### src/bcp_pkg.sv
// Package for the brightness/contrast pixel block.
// Holds the fixed-point widths, the per-item coefficient bundle and the reciprocal constants.
// No dependencies.
`timescale 1ns / 1ps
package bcp_pkg;
	localparam int FRAC_BITS = 12;
	localparam int COL_W = 16;
	localparam int ALPHA_W = 13;
	localparam int PCT_W = 8;
	localparam int NUM_LANES = 3;
	// Reciprocal scale: quotient estimate is (m * R) >> RCP_SHIFT.
	localparam int RCP_SHIFT = 30;
	localparam int DEN_W = 14;
	localparam int M_W = 30;
	localparam logic [DEN_W-1:0] DEN_NEG = DEN_W'(10000);
	localparam logic [RCP_SHIFT-1:0] RCP_NEG = RCP_SHIFT'((64'd1 << RCP_SHIFT) / 10000);
	localparam logic [ALPHA_W-1:0] W_ONE = ALPHA_W'(1 << FRAC_BITS);
	localparam int STAGES = 6;

	// Per-item coefficients: numerator n = a*c + b*w, result = round(n / den).
	typedef struct packed {
		logic signed [14:0] a;
		logic signed [15:0] b;
		logic [ALPHA_W-1:0] w;
		logic [DEN_W-1:0] den;
		logic [RCP_SHIFT-1:0] rcp;
		logic inf;
		logic zero;
	} coef_t;
endpackage

### src/bcp_lane.sv
// One color lane: numerator, reciprocal divide with correction, rounding and saturation.
// Depends on bcp_pkg; five registered stages after the coefficient stage.
`timescale 1ns / 1ps
module bcp_lane import bcp_pkg::*; (
	input logic clk,
	input logic en,
	input coef_t coef_s1,
	input logic signed [COL_W-1:0] col_s1,
	output logic signed [COL_W-1:0] res_s6
);
	typedef struct packed {
		logic inf;
		logic zero;
		logic neg;
		logic pos;
		logic [DEN_W-1:0] den;
	} lflag_t;

	logic signed [30:0] pa_s2;
	logic signed [29:0] pb_s2;
	coef_t coef_s2;
	lflag_t fl_s3, fl_s4, fl_s5;
	logic [M_W-1:0] m_s3, m_s4, m_s5;
	logic [RCP_SHIFT-1:0] rcp_s3;
	logic [M_W+RCP_SHIFT-1:0] p_s4;
	logic [M_W+DEN_W-1:0] t_s5;
	logic [M_W-1:0] qe_s5;
	logic signed [31:0] n_d;
	logic [31:0] abs_d;
	logic [M_W-1:0] qe_d;
	logic [M_W:0] r_d;
	logic [M_W-1:0] q_d;
	logic signed [COL_W-1:0] res_d;

	// Stage 2: the two products of the numerator.
	always_ff @(posedge clk) begin
		if (en) begin
			pa_s2 <= 31'(coef_s1.a) * 31'(col_s1);
			pb_s2 <= 30'(coef_s1.b) * $signed({17'd0, coef_s1.w});
			coef_s2 <= coef_s1;
		end
	end

	// Stage 3: sum, magnitude plus half divisor for rounding.
	always_comb begin
		n_d = 32'(pa_s2) + 32'(pb_s2);
		abs_d = n_d[31] ? 32'(-n_d) : 32'(n_d);
	end

	always_ff @(posedge clk) begin
		if (en) begin
			m_s3 <= M_W'(abs_d) + M_W'(coef_s2.den >> 1);
			rcp_s3 <= coef_s2.rcp;
			fl_s3 <= '{inf: coef_s2.inf, zero: coef_s2.zero, neg: n_d[31],
				pos: (n_d > 32'sd0), den: coef_s2.den};
		end
	end

	// Stage 4: quotient estimate by reciprocal multiply.
	always_ff @(posedge clk) begin
		if (en) begin
			p_s4 <= (M_W+RCP_SHIFT)'(m_s3) * (M_W+RCP_SHIFT)'(rcp_s3);
			m_s4 <= m_s3;
			fl_s4 <= fl_s3;
		end
	end

	// Stage 5: back-multiply the estimate for the remainder check.
	assign qe_d = p_s4[M_W+RCP_SHIFT-1:RCP_SHIFT];

	always_ff @(posedge clk) begin
		if (en) begin
			qe_s5 <= qe_d;
			t_s5 <= (M_W+DEN_W)'(qe_d) * (M_W+DEN_W)'(fl_s4.den);
			m_s5 <= m_s4;
			fl_s5 <= fl_s4;
		end
	end

	// Stage 6: the estimate is at most one short; fix it, apply sign and saturate.
	always_comb begin
		r_d = (M_W+1)'(m_s5) - (M_W+1)'(t_s5);
		q_d = qe_s5 + M_W'(r_d >= (M_W+1)'(fl_s5.den));
		if (fl_s5.zero) begin
			res_d = '0;
		end else if (fl_s5.inf) begin
			res_d = fl_s5.pos ? 16'sh7fff : (fl_s5.neg ? 16'sh8000 : 16'sh0000);
		end else if (fl_s5.neg) begin
			res_d = (q_d > M_W'(32768)) ? 16'sh8000 : 16'(-q_d);
		end else begin
			res_d = (q_d > M_W'(32767)) ? 16'sh7fff : 16'(q_d);
		end
	end

	always_ff @(posedge clk) begin
		if (en) begin
			res_s6 <= res_d;
		end
	end
endmodule

### config.mk
export PLATFORM = sky130hd
export DESIGN_NAME = bcp_lane
export DESIGN_NICKNAME = d
export VERILOG_FILES = /design/src/bcp_pkg.sv /design/src/bcp_lane.sv
export SDC_FILE = /design/constraint.sdc
export NUM_CORES = 2
export LEC_CHECK = 0
export ABC_CLOCK_PERIOD_IN_PS = 9600
export BUFFER_PORTS_ARGS = -buffer_cell sky130_fd_sc_hd__buf_2
export CAP_MARGIN = 20
export CORE_AREA = 2 2 497 376
export DETAILED_ROUTE_END_ITERATION = 8
export DIE_AREA = 0 0 499 378
export PLACE_DENSITY_LB_ADDON = 0.1
export SYNTH_ARGS = -nofsm -noshare
export SYNTH_HDL_FRONTEND = slang
export SYNTH_SLANG_ARGS = --single-unit
### constraint.sdc
create_clock -name clk -period 9.6 [get_ports clk]
set_input_delay 0.96 -clock clk [delete_from_list [all_inputs] [get_ports clk]]
set_output_delay 0.96 -clock clk [all_outputs]
set_load 0.03 [all_outputs]
==> metrics.cfg <==
[outcome]
status=completed

[floorplanning]
core-area_mm2=0.184
die-area_mm2=0.189
dieHeight_um=378
die_w_um=499
io_pins=124
initial_core_util_pct=39.6
fp-row-count=137

[critical_path]
cp-startpoint=rcp_s3[9]$_DFFE_PP_
path_common_cell=fa_1
worstSetupStartpointType=register
critPathMaxStageDelay_ns=0.83
cp_slowest_cell=edfxtp_1
rr_worst_depth=28
crit_arrival_ns=9.45
cp.depth=28
crit_type=register to register
r2r-start=rcp_s3[9]$_DFFE_PP_
r2r_end=p_s4[57]$_DFFE_PP_
rrSetupSlack_ns=0.53
worstPathRequired_ns=9.99
crit_buf_inv=6
path_max_fanout=19
endpoint=p_s4[57]$_DFFE_PP_
crit_family=adder cells
endpoint_kind=register

[sta]
worst_slack_ns=0.534
setup_tns_ns=0
max_freq_ghz=0.110
clock_skew_ns=0.0261
finalHoldViolCount=0
maxSlewHeadroom_pct=26.4
grt_setup_unrepaired=false
tightestPinTransition_ns=1.10
finalCritPeriodShare_pct=94.4
min_period_ns=9.07
slew_viol_final=0
final-setup-viol-count=0

[cells_and_area]
largest_reg_flops=46
top_regs=coef_s2 (46), pa_s2 (31), t_s5 (31)
register_area_mm2=0.0117
final_common_cell=inv_1
multi_input_area_mm2=0.0540
final_cell_mix=1,622 x inv_1, 1,479 x fa_1, 1,122 x nand2_1
fin_area_mm2=0.0781
fillers=18000
drive_gt1_share_pct=4.78
final_nets=9654
regMostFlops=coef_s2
synthToLayoutAreaGrowth_pct=6.98

[clock_tree]
clock_path_buffers=3
numCtsBuffers=49
cts.clk_slew.worst_paths_ns=0.06
root_buffer=clkbuf_16
cts_htree_levels=2
cts_sinks=388
tritoncts=done
clock_latency_ns=0.65
cts_setup_buffers=0

[synth]
ys_seq_elements=388
synth_cells=7554
syn_area_per_cell_um2=9.67
synthFlopType=edfxtp_1
syn-num-nets=9695
async_reset_ff_share_pct=0
synth_area_mm2=0.0730
yosysWarnings=0
ys_types=88
synth_edf_count=388
seq_area_frac_synth_pct=16.0

[global_route]
antenna_found_initial=4
grt_pass1_vias=53300
grt_usage_pct=21.7
gr-total-overflow=0
grt_max_degree=135
grt_first_pass_wirelength_um=317000

[hold_path]
hold-path-cell-count=0
hp-class=register to register

[drt]
dr.pass1.iters=6
drcViolationCount=0
routedWlPerCell_um=19.9
wl_um=199000
drt_iter0_markers=2982
vias=49900
viasPerCell=5.00
ant_nets=0

[placement]
dpl.hpwl_um=164000
placement.cell_area_mm2=0.0764
dpl_worst_slack_ns=0.292
gp_congestion=0.874
io_buffers=123

[flow_run]
drv_cap=0

## cell usage after synthesis (39+ instances only)
cell type	n	area [um2]
xor2_1	56	490
inv_1	1622	6090
a21oi_1	165	826
ha_1	554	6930
nand2b_1	39	244
nor2_1	175	657
xnor2_1	188	1650
o21ai_0	104	521
nand3_1	53	265
o21a_1	39	293
nand2_1	1122	4210
clkbuf_1	324	1220
fa_1	1479	29600
edfxtp_1	388	11700
a21o_1	62	465
nor3_1	61	305
and2_1	694	4340
## per-stage QoR
step / hold WS [ns] / util [%] / cells
after global routing: 0.423 / 42.4 / 9984
after CTS: 0.401 / 42.4 / 9983
after detailed placement: 0.405 / 41.5 / 9893
after floorplan: 0.400 / - / 7554
after global placement: 0.401 / 41.5 / 9893
final: 0.402 / 42.4 / 9985
## routing by layer
layer  part of all wire [%]  GRT usage, %  up-vias
li1                       -             -    22900
met5                      0             0        -
met2                     44          33.4     1045
met1                     50          33.0    25800
met4                    1.7          3.69        0
met3                    5.1          2.87      167
## cell families (layout without fill, tap and decap cells)
kind of cell    Yosys count  in the layout  synth area share (%)
fa+ha+maj              2033           2033                  50.0
buf+inv                1959           1957                  10.1
flops                   388            388                  16.0
other cells               0              1                     0
mux                      10             10                 0.142
xor+xnor                244            244                  2.93
compound gates          594            594                  5.39
simple gates           2326           2326                  15.5
## worst register-to-register path, delay by kind of cell (launching register included)
family / cells / cell delay, ns
flip-flops: 1 / 0.83
adder cells (fa/ha/maj): 9 / 4.42
XOR/XNOR: 1 / 0.09
buffers and inverters: 6 / 0.92
AND/OR/NAND/NOR: 3 / 0.54
AO/OA/AOI/OAI: 9 / 2.01
## how the worst min path moves through the flow
stage / startpoint / end
final: m_s4[12]$_DFFE_PP_ / m_s5[12]$_DFFE_PP_
after global routing: m_s4[25]$_DFFE_PP_ / m_s5[25]$_DFFE_PP_
after CTS: m_s4[12]$_DFFE_PP_ / m_s5[12]$_DFFE_PP_
after detailed placement: fl_s3[0]$_DFFE_PP_ / fl_s4[0]$_DFFE_PP_
after global placement: fl_s3[13]$_DFFE_PP_ / fl_s4[13]$_DFFE_PP_
after floorplan: coef_s2[32]$_DFFE_PP_ / fl_s3[0]$_DFFE_PP_
## final cells by class
class | count | share of cell area (%)
diodes | 1 | 0.00320
multi-input cells | 5207 | 69.2
clock inverters | 38 | 0.592
inverters | 1622 | 7.79
repair buffers | 245 | 2.06
flip-flops and latches | 388 | 14.9
well taps | 2432 | 3.89
clock buffers | 52 | 1.58
## what timing repair did
item / in CTS / in global routing
resized for setup: 0 / 1
hold buffers: 0 / 0
setup endpoints to repair: 0 / 3
Power is left out: the tool's default activity adds up to more than one toggle a clock period on the data nets, which glitch-free logic cannot reach.
