==> config.mk <==
export PLATFORM = sky130hd
export DESIGN_NAME = bcp_coef
export DESIGN_NICKNAME = d
export VERILOG_FILES = /design/src/bcp_pkg.sv /design/src/bcp_coef.sv
export SDC_FILE = /design/constraint.sdc
export NUM_CORES = 1
export LEC_CHECK = 0
export ABC_AREA = 0
export ABC_CLOCK_PERIOD_IN_PS = 7550
export BUFFER_PORTS_ARGS = -buffer_cell sky130_fd_sc_hd__buf_2
export CORE_MARGIN = 4
export CORE_UTILIZATION = 34
export CTS_BUF_LIST = sky130_fd_sc_hd__clkbuf_4
export CTS_CLUSTER_DIAMETER = 150
export DETAILED_ROUTE_END_ITERATION = 8
export GPL_ROUTABILITY_DRIVEN = 0
export HOLD_SLACK_MARGIN = 0.02
export PLACE_DENSITY = 0.51
export SYNTH_ARGS = -nofsm -noshare
export SYNTH_HDL_FRONTEND = slang
export SYNTH_SLANG_ARGS = --single-unit
==> constraint.sdc <==
create_clock -name clk -period 7.55 [get_ports clk]
set_clock_uncertainty 0.1 [all_clocks]
set_input_delay 0.3775 -clock clk [delete_from_list [all_inputs] [get_ports clk]]
set_output_delay 0.3775 -clock clk [all_outputs]
set_load 0.02 [all_outputs]
==> src/bcp_pkg.sv <==
// Package for the brightness/contrast pixel block.
// Holds the fixed-point widths, the per-item coefficient bundle and the reciprocal constants.
// No dependencies.
`timescale 1ns / 1ps
package bcp_pkg;
	localparam int FRAC_BITS = 12;
	localparam int COL_W = 16;
	localparam int ALPHA_W = 13;
	localparam int PCT_W = 8;
	localparam int NUM_LANES = 3;
	// Reciprocal scale: quotient estimate is (m * R) >> RCP_SHIFT.
	localparam int RCP_SHIFT = 30;
	localparam int DEN_W = 14;
	localparam int M_W = 30;
	localparam logic [DEN_W-1:0] DEN_NEG = DEN_W'(10000);
	localparam logic [RCP_SHIFT-1:0] RCP_NEG = RCP_SHIFT'((64'd1 << RCP_SHIFT) / 10000);
	localparam logic [ALPHA_W-1:0] W_ONE = ALPHA_W'(1 << FRAC_BITS);
	localparam int STAGES = 6;

	// Per-item coefficients: numerator n = a*c + b*w, result = round(n / den).
	typedef struct packed {
		logic signed [14:0] a;
		logic signed [15:0] b;
		logic [ALPHA_W-1:0] w;
		logic [DEN_W-1:0] den;
		logic [RCP_SHIFT-1:0] rcp;
		logic inf;
		logic zero;
	} coef_t;
endpackage

==> src/bcp_coef.sv <==
// Coefficient stage: forms gain, offset, divisor and reciprocal for one item.
// Depends on bcp_pkg; result is registered as stage 1.
`timescale 1ns / 1ps
module bcp_coef import bcp_pkg::*; (
	input logic clk,
	input logic en,
	input logic mode,
	input logic [ALPHA_W-1:0] alpha,
	input logic signed [PCT_W-1:0] br,
	input logic signed [PCT_W-1:0] ct,
	output coef_t coef_s1
);
	logic [RCP_SHIFT-1:0] rtab [0:127];
	coef_t coef_d;
	logic signed [8:0] gain;
	logic signed [15:0] gbr;

	// Reciprocal table of 2^30 / (2*(100-ct)) for positive contrast below 100.
	for (genvar k = 0; k < 128; k++) begin : g_rcp
		localparam int DV = (k >= 1 && k <= 99) ? 2 * (100 - k) : 1;
		localparam logic [RCP_SHIFT-1:0] RV = (k >= 1 && k <= 99) ?
			RCP_SHIFT'((64'd1 << RCP_SHIFT) / DV) : '0;
		assign rtab[k] = RV;
	end

	// Select the contrast branch and build the coefficients.
	always_comb begin
		gain = 9'sd100 + 9'(ct);
		gbr = 16'(gain) * 16'(br);
		coef_d.w = mode ? alpha : W_ONE;
		coef_d.zero = mode && (alpha == '0);
		coef_d.inf = 1'b0;
		coef_d.a = 15'sd200;
		coef_d.b = 16'sd2 * 16'(br) - 16'(ct);
		coef_d.den = DEN_NEG;
		coef_d.rcp = RCP_NEG;
		if (ct >= 8'sd100) begin
			coef_d.inf = 1'b1;
			coef_d.b = 16'sd2 * 16'(br) - 16'sd100;
		end else if (ct > 8'sd0) begin
			coef_d.den = DEN_W'(2 * (100 - 32'(ct)));
			coef_d.rcp = rtab[ct[6:0]];
		end else begin
			coef_d.a = 15'(gain) * 15'sd100;
			coef_d.b = gbr - 16'sd50 * 16'(ct);
		end
	end

	always_ff @(posedge clk) begin
		if (en) begin
			coef_s1 <= coef_d;
		end
	end
endmodule

==> results.json, run 1 <==
{
  "syn_avg_cell_area_um2": 8.674,
  "yosysWarnings": 0,
  "crit_slowest_cell": "fa_1",
  "grt_pass1_wl_um": 58430,
  "setup.worst_path.class": "in2reg",
  "drt_pass1_iterations": 7,
  "timing.final.setup_violations": 0,
  "pin_count": 122,
  "grt_overflow": 0,
  "status": "finished, final reports clean",
  "path_common_cell": "ha_1",
  "synth.cell_area_mm2": 0.01125,
  "clock-sinks": 84,
  "cts_hold_buf": 0,
  "rsz0062_at_grt": "no",
  "grt_pass1_vias": 9870,
  "die_w_um": 189.9,
  "ys.flop_type": "edfxtp_1",
  "areaGrowthSynthToFinish_pct": 9.532,
  "fin_cells": 1813,
  "drt_iter0_drc": 1304,
  "cp.arrival_ns": 6.98,
  "drc": 0,
  "period_needed_ns": 6.869,
  "hpwl_um": 28010,
  "ys_ff_latch": 84,
  "setup_ws_ns": 0.6808,
  "cp-end-kind": "flip-flop",
  "irDropWorstVdd_uv": 363.9,
  "numPlacedInstances": 1796,
  "cp_max_fo": 3,
  "wire_per_inst_um": 20.96,
  "grtUsageTotal_pct": 20.66,
  "path_buf_inv": 5,
  "max_cap_viol_count": 0,
  "synthArstFlopShare_pct": 0,
  "multi_input_area_mm2": 0.007796,
  "antenna_found_initial": 2,
  "clockBufferDepth": 2,
  "nFillCells": 3411,
  "fin_setup_tns_ns": 0,
  "route.vias.total": 10141,
  "path_depth": 28,
  "ff_latch_area_mm2": 0.002522,
  "power_density_mw_per_mm2": 309.7,
  "cts_buffers": 9,
  "htree_levels": 3,
  "hold_class": "in2reg",
  "hold_depth": 2,
  "die_h_um": 189.9,
  "worstPathRequired_ns": 7.66,
  "cts_root_buffer": "clkbuf_4",
  "yosysUniqueCellTypes": 78,
  "postCtsResizedCells": 0,
  "post-cts-setup-buffers": 0,
  "grt_max_degree": 85,
  "drive_above_1_share_pct": 13.21,
  "final-hold-violation-count": 0,
  "start_kind": "primary input",
  "synth_edf_count": 84,
  "slew_headroom_pct": 28.52,
  "viasPerCell": 5.593,
  "clock.fmax_mhz": 145.6,
  "drv_slew": 0,
  "biggestRegsByFlops": "coef_s1: 84 flops",
  "netlist_instances": 1297,
  "start_util_pct": 34.49,
  "core_mm2": 0.03262,
  "clkTransAtPathRegs_ns": 0.14,
  "min_period_over_period_pct": 90.98,
  "regMostFlops": "coef_s1",
  "layout.nets": 1606,
  "largest_reg_flops": 84,
  "dieArea_mm2": 0.03606,
  "worstMarginPinSlew_ns": 1.072,
  "ant_nets": 0,
  "io_buffers": 118,
  "critical-path-max-stage-delay_ns": 0.54,
  "seq_area_frac_synth_pct": 22.42,
  "leakage_nw": 5.414,
  "critPathTopFamily": "adder cells",
  "routed_wl_um": 38000,
  "cts_tree": "yes",
  "mostFrequentLayoutCells": "nand2_1 (129), ha_1 (129), inv_1 (122)",
  "place_ws_ns": 0.1633,
  "core.rowCount": 66
}
==> power by group <==
group	total, mW	switching, mW	internal [mW]	leakage (nW)
registers	0.665	0.0220	0.643	0.813
clock network	0.271	0.166	0.105	0.0744
logic	2.88	1.68	1.20	4.53
total	3.82	1.87	1.95	5.41
==> cells in the mapped netlist, types with 27 or more instances <==
cell | count | area, um^2
a21oi_1 | 96 | 480.5
buf_2 | 38 | 190.2
xnor2_1 | 37 | 324.1
nand3_1 | 27 | 135.1
edfxtp_1 | 84 | 2522
o21ai_0 | 77 | 385.4
fa_1 | 80 | 1602
inv_1 | 122 | 457.9
clkbuf_1 | 37 | 138.9
ha_1 | 129 | 1614
nor2_1 | 101 | 379.1
nand2_1 | 129 | 484.2
and2_1 | 37 | 231.5
==> layer usage <==
layer  vias up  routed length [um]  global-route usage (%)
met3        72                3700                   5.174
li1       4674                   -                       -
met5         -                  13                       0
met4         2                 981                   6.427
met1      4885               16960                   29.55
met2       508               16340                   30.78
==> path summary, 6_finish.rpt <==
| path | from | endpoint | slack, ns |
|---|---|---|---|
| setup / recovery | ct[1] | coef_s1[74] | 0.68 |
| hold / removal | alpha[1] | coef_s1[47] | 0.10 |
==> final cells by class <==
cell class	instances	share of cell area (%)
Clock inverter	6	0.5179
Sequential cell	84	20.47
Multi-Input combinational cell	993	63.27
Clock buffer	10	0.6093
Antenna cell	1	0.02031
Timing Repair Buffer	148	6.682
Inverter	129	3.940
Tap cell	442	4.488
==> kinds of logic (layout without fill, tap and decap cells) <==
logic type | count (synthesis) | count (layout) | share of synthesized area, %
and+or+nand+nor | 375 | 375 | 15.36
AOI/OAI and AO/OA | 342 | 342 | 19.68
buffers and inverters | 222 | 293 | 8.341
adders and majority gates | 209 | 209 | 28.58
DFF | 84 | 84 | 22.42
xor gates and xnor gates | 57 | 57 | 4.505
muxes | 7 | 7 | 1.079
other | 1 | 4 | 0.03333
==> through the flow <==
stage	hold slack (ns)	cell area, um^2	utilization, %	power [mW]
floorplan	0.3900	11260	-	2.844
global placement	0.5788	12180	37.34	3.541
detailed placement	0.5777	12180	37.34	3.540
CTS	0.03715	12320	37.77	3.846
global route	0.05838	12320	37.78	4.232
finish	0.1023	12320	37.78	3.817
Power figures use the tool's default switching activity.
==> inputs of run 2 (changes only) <==
--- a/config.mk
+++ b/config.mk
@@ -8,6 +8,7 @@
 export ABC_AREA = 0
 export ABC_CLOCK_PERIOD_IN_PS = 7550
 export BUFFER_PORTS_ARGS = -buffer_cell sky130_fd_sc_hd__buf_2
+export CORE_ASPECT_RATIO = 1.75
 export CORE_MARGIN = 4
 export CORE_UTILIZATION = 34
 export CTS_BUF_LIST = sky130_fd_sc_hd__clkbuf_4
==> run 2 against run 1 <==
Compared with the run above: sequential share of layout area is 0.33 points lower; core utilization is 0.83 points higher; critical endpoint unchanged; combinational power hardly changed.
==> results.json, run 2 (same netlist as run 1, synthesis figures left out) <==
{
  "status": "finished, final reports clean",
  "hold_depth": 2,
  "grt_max_degree": 68,
  "power_density_mw_per_mm2": 308.7,
  "cts_buffers": 9,
  "cp-end-kind": "flip-flop",
  "grt_pass1_vias": 10724,
  "areaGrowthSynthToFinish_pct": 11.32,
  "numPlacedInstances": 1765,
  "clkTransAtPathRegs_ns": 0.14,
  "cp.arrival_ns": 7.00,
  "start_util_pct": 34.68,
  "post-cts-setup-buffers": 0,
  "core_mm2": 0.03244,
  "hpwl_um": 31600,
  "swShare_pct": 47.79,
  "die_w_um": 145.5,
  "io_buffers": 118,
  "start_kind": "primary input",
  "slew_headroom_pct": 37.66,
  "cts_tree": "yes",
  "final-hold-violation-count": 0,
  "clockBufferDepth": 2,
  "postCtsResizedCells": 0,
  "intPower_mw": 2.018,
  "worstPathRequired_ns": 7.73,
  "wire_per_inst_um": 23.47,
  "biggestRegsByFlops": "coef_s1: 84 flops",
  "drt_pass1_iterations": 9,
  "viasPerCell": 5.776,
  "htree_levels": 3,
  "drc": 0,
  "cts_root_buffer": "clkbuf_4",
  "dieArea_mm2": 0.03617,
  "clockPowerShare_pct": 8.4,
  "grtUsageTotal_pct": 23.13,
  "route.vias.total": 10379,
  "whs_endpoint": "coef_s1[58]",
  "die_h_um": 248.6,
  "clock-sinks": 84,
  "grt_overflow": 0,
  "grt_pass1_wl_um": 63970,
  "mostFrequentLayoutCells": "nand2_1 (129), ha_1 (129), inv_1 (122)",
  "p_sw_mw": 1.848,
  "worstMarginPinSlew_ns": 0.9316,
  "layout.nets": 1630,
  "pin_count": 122,
  "timing.final.setup_violations": 0,
  "power_frac_seq_pct": 17.1,
  "drt_iter0_drc": 1166,
  "ant_nets": 0,
  "clock.fmax_mhz": 146.5,
  "fin_cells": 1797,
  "combPwrFrac_pct": 74.6,
  "period_needed_ns": 6.824,
  "rsz0062_at_grt": "no",
  "core.rowCount": 87,
  "min_period_over_period_pct": 90.39,
  "drv_slew": 0,
  "irDropWorstVdd_uv": 585.3,
  "routed_wl_um": 42180,
  "power_mw": 3.866,
  "setup.worst_path.class": "in2reg",
  "cp_max_fo": 2,
  "fin_setup_tns_ns": 0,
  "regMostFlops": "coef_s1",
  "max_cap_viol_count": 0,
  "hp-start": "mode",
  "leakage_nw": 5.539,
  "antenna_found_initial": 2,
  "drive_above_1_share_pct": 13.77,
  "hold_class": "in2reg",
  "largest_reg_flops": 84
}
run 2: cell types whose count changed in the layout (fill, tap and decap cells not counted), sizes merged:
cell         previous run  this run
dlygate4sd3             0        13
buf                   148       159
diode                   1         3
bufinv                  1         2
clkinv                  6         5
run 2: per-layer routing:
metal | part of all wire [%] | global-route usage [%] | routed length, um
met3 | 5.8 | 3.315 | 2465
met1 | 34 | 23.44 | 14200
met2 | 52 | 42.51 | 21910
met5 | 0.031 | 0 | 13
met4 | 8.5 | 17.25 | 3590
run 2: area by class of cell:
| type | instances | area (um^2) |
|---|---|---|
| diodes | 3 | 7.507 |
| clock buffers | 10 | 75.07 |
| clock inverters | 6 | 87.58 |
| fillers | 3387 | 19920 |
| inverters | 129 | 485.5 |
| multi-input cells | 993 | 7796 |
| flip-flops and latches | 84 | 2522 |
| well taps | 400 | 500.5 |
| repair buffers | 172 | 1049 |
run 2: power groups by stage:
stage,Clock [mW],Combinational (mW),Sequential (mW)
after floorplan,0,2.07,0.774
after global placement,0,2.89,0.671
after detailed placement,0,2.91,0.674
after CTS,0.339,2.93,0.663
after global routing,0.345,3.27,0.669
final,0.323,2.88,0.660
run 2: how the worst max path moves through the flow:
stage | startpoint | end | depth (start not counted)
CTS | ct[1] | coef_s1[74] | 28
global route | ct[1] | coef_s1[74] | 30
detailed placement | ct[1] | coef_s1[74] | 28
finish | ct[1] | coef_s1[74] | 28
global placement | ct[1] | coef_s1[74] | 28
floorplan | ct[3] | coef_s1[74] | 30
run 2: timing repair:
action / CTS / global route
hold endpoints to repair: 13 / 0
setup endpoints to repair: 0 / 0
hold buffers: 13 / 0
run 2: critical path, cell delays in order:
cell and delay, ns:
buf_2 0.16, clkinv_1 0.10, ha_1 0.32, xnor2_1 0.22, inv_1 0.07, ha_1 0.27, ha_1 0.29, ha_1 0.23
fa_1 0.40, a21o_1 0.19, a211o_1 0.30, a21oi_2 0.18, xor2_1 0.12, fa_1 0.54, inv_1 0.06, fa_1 0.52
fa_1 0.52, fa_1 0.54, inv_1 0.04, ha_1 0.28, ha_1 0.31, o21a_1 0.20, o21ai_0 0.17, nand2b_1 0.07
o41ai_1 0.07, xnor2_1 0.18, xnor2_1 0.15, o221ai_1 0.11
run 2: stage by stage:
stage	hold slack (ns)	util (%)	instance area (um^2)	worst slack [ns]
floorplan	0.3900	-	11260	0.06597
global placement	0.5751	37.68	12220	0.1633
detailed placement	0.5741	37.68	12220	0.1308
CTS	0.04747	38.58	12520	0.7713
global route	0.1214	38.59	12520	0.4444
finish	0.1053	38.61	12520	0.7258
==> inputs of run 3 (changes only) <==
--- a/config.mk
+++ b/config.mk
@@ -15,7 +15,6 @@
 export CTS_CLUSTER_DIAMETER = 150
 export DETAILED_ROUTE_END_ITERATION = 8
 export GPL_ROUTABILITY_DRIVEN = 0
-export HOLD_SLACK_MARGIN = 0.02
 export PLACE_DENSITY = 0.51
 export SYNTH_ARGS = -nofsm -noshare
 export SYNTH_HDL_FRONTEND = slang
==> constraint.sdc (replaced) <==
create_clock -name clk -period 7.55 [get_ports clk]
set_clock_uncertainty 0.1 [all_clocks]
set_input_delay 0.755 -clock clk [delete_from_list [all_inputs] [get_ports clk]]
set_output_delay 0.755 -clock clk [all_outputs]
set_load 0.02 [all_outputs]
==> run 3 against run 2 <==
Compared with the run above: maximum frequency shrank 3.2%; hold slack gained 0.30 ns; sequential cell count is the same; global-route usage shrank 0.24 points; setup slack lost 0.23 ns; final cell count grew 0.78%; sequential power is essentially flat; first-iteration DRC count shrank 7.5%; design area grew 0.82%; clock power shrank 10%; non-clock buffer count grew 15; largest power group unchanged.
==> results.json, run 3 (same netlist as run 1, synthesis figures left out) <==
{
  "worstMarginPinSlew_ns": 1.078,
  "drt_iter0_drc": 1079,
  "mostFrequentLayoutCell": "nand2_1",
  "hold_class": "in2reg",
  "power_density_mw_per_mm2": 336.2,
  "rsz0062_at_grt": "no",
  "cp.arrival_ns": 7.22,
  "biggestRegsByFlops": "coef_s1: 84 flops",
  "cts_buffers": 9,
  "setup.worst_path.class": "in2reg",
  "grtUsageTotal_pct": 22.89,
  "io_buffers": 118,
  "route.vias.total": 10482,
  "grt_max_degree": 76,
  "drc": 0,
  "cts_hold_buf": 0,
  "final-hold-violation-count": 0,
  "core.rowCount": 87,
  "start_kind": "primary input",
  "cp-end-kind": "flip-flop",
  "fin_hold_ws_ns": 0.4071,
  "slew_headroom_pct": 27.99,
  "areaGrowthSynthToFinish_pct": 12.23,
  "crit_slowest_cell": "fa_1",
  "clock-sinks": 84,
  "viasPerCell": 5.788,
  "postCtsResizedCells": 0,
  "routed_wl_um": 41840,
  "core_mm2": 0.03244,
  "htree_levels": 3,
  "wire_per_inst_um": 23.10,
  "drt_pass1_iterations": 6,
  "antenna_found_initial": 2,
  "die_h_um": 248.6,
  "place_ws_ns": -0.09244,
  "clockBufferDepth": 2,
  "cts_root_buffer": "clkbuf_4",
  "ant_nets": 0,
  "irDropWorstVdd_uv": 671.3,
  "ff_latch_area_mm2": 0.002522,
  "start_util_pct": 34.68,
  "drive_above_1_share_pct": 16.11,
  "die_w_um": 145.5,
  "clock.fmax_mhz": 141.8,
  "cts_tree": "yes",
  "clkTransAtPathRegs_ns": 0.15,
  "timing.final.setup_violations": 0,
  "path_common_cell": "ha_1",
  "hpwl_um": 31730,
  "pin_count": 122,
  "cp_max_fo": 4,
  "drv_slew": 0,
  "critical-path-max-stage-delay_ns": 0.57,
  "grt_pass1_wl_um": 63450,
  "regMostFlops": "coef_s1",
  "dieArea_mm2": 0.03617,
  "mostFrequentLayoutCells": "nand2_1 (129), ha_1 (125), inv_1 (122)",
  "period_needed_ns": 7.051,
  "multi_input_area_mm2": 0.007853,
  "max_cap_viol_count": 0,
  "setup_ws_ns": 0.4989,
  "leakage_nw": 5.607,
  "status": "finished, final reports clean",
  "grt_pass1_vias": 10609,
  "worstPathRequired_ns": 7.72,
  "layout.nets": 1645,
  "largest_reg_flops": 84,
  "grt_overflow": 0,
  "post-cts-setup-buffers": 0,
  "min_period_over_period_pct": 93.39,
  "nFillCells": 3371
}
run 3: path summary, 6_finish.rpt:
kind	start	end	cells after the start
hold / removal	alpha[12]	coef_s1[58]	2
setup / recovery	ct[1]	coef_s1[74]	28
run 3: layer usage:
metal / up-vias / track usage, % / part of all wire, %
li1: 4734 / - / -
met1: 5098 / 23.46 / 34
met3: 148 / 3.370 / 5.3
met5: - / 0 / 0
met4: 0 / 14.56 / 7.0
met2: 502 / 42.94 / 53
run 3: layout make-up:
class,instances,share of cell area [%]
clock inverter,7,0.5946
tap,400,3.964
inverter,129,3.855
timing repair buffer,187,8.840
multi-input combinational,993,62.19
antenna,2,0.03964
sequential,84,19.98
clock buffer,9,0.5351
run 3: metrics by stage:
stage / util [%] / area [um^2] / power, mW / setup TNS, ns / std cells
global placement: 38.47 / 12480 / 3.999 / -0.02312 / 1793
finish: 38.92 / 12630 / 4.245 / 0 / 1811
global route: 38.92 / 12630 / 4.721 / 0 / 1811
detailed placement: 38.47 / 12480 / 4.009 / -0.09244 / 1793
CTS: 38.91 / 12620 / 4.319 / 0 / 1809
floorplan: - / 11340 / 2.948 / 0 / 1299
run 3: critical path, delay by kind of cell:
kind	cells	cell delay (ns)
simple gates	1	0.07
fa+ha+maj	11	4.16
xor+xnor	4	0.66
compound gates	7	1.20
buf+inv	5	0.38
run 3: power by group:
| group | switching (mW) | leakage (nW) | internal [mW] |
|---|---|---|---|
| sequential | 0.0181 | 0.813 | 0.642 |
| clock | 0.187 | 0.0759 | 0.103 |
| combinational | 1.72 | 4.72 | 1.57 |
| total | 1.93 | 5.61 | 2.32 |
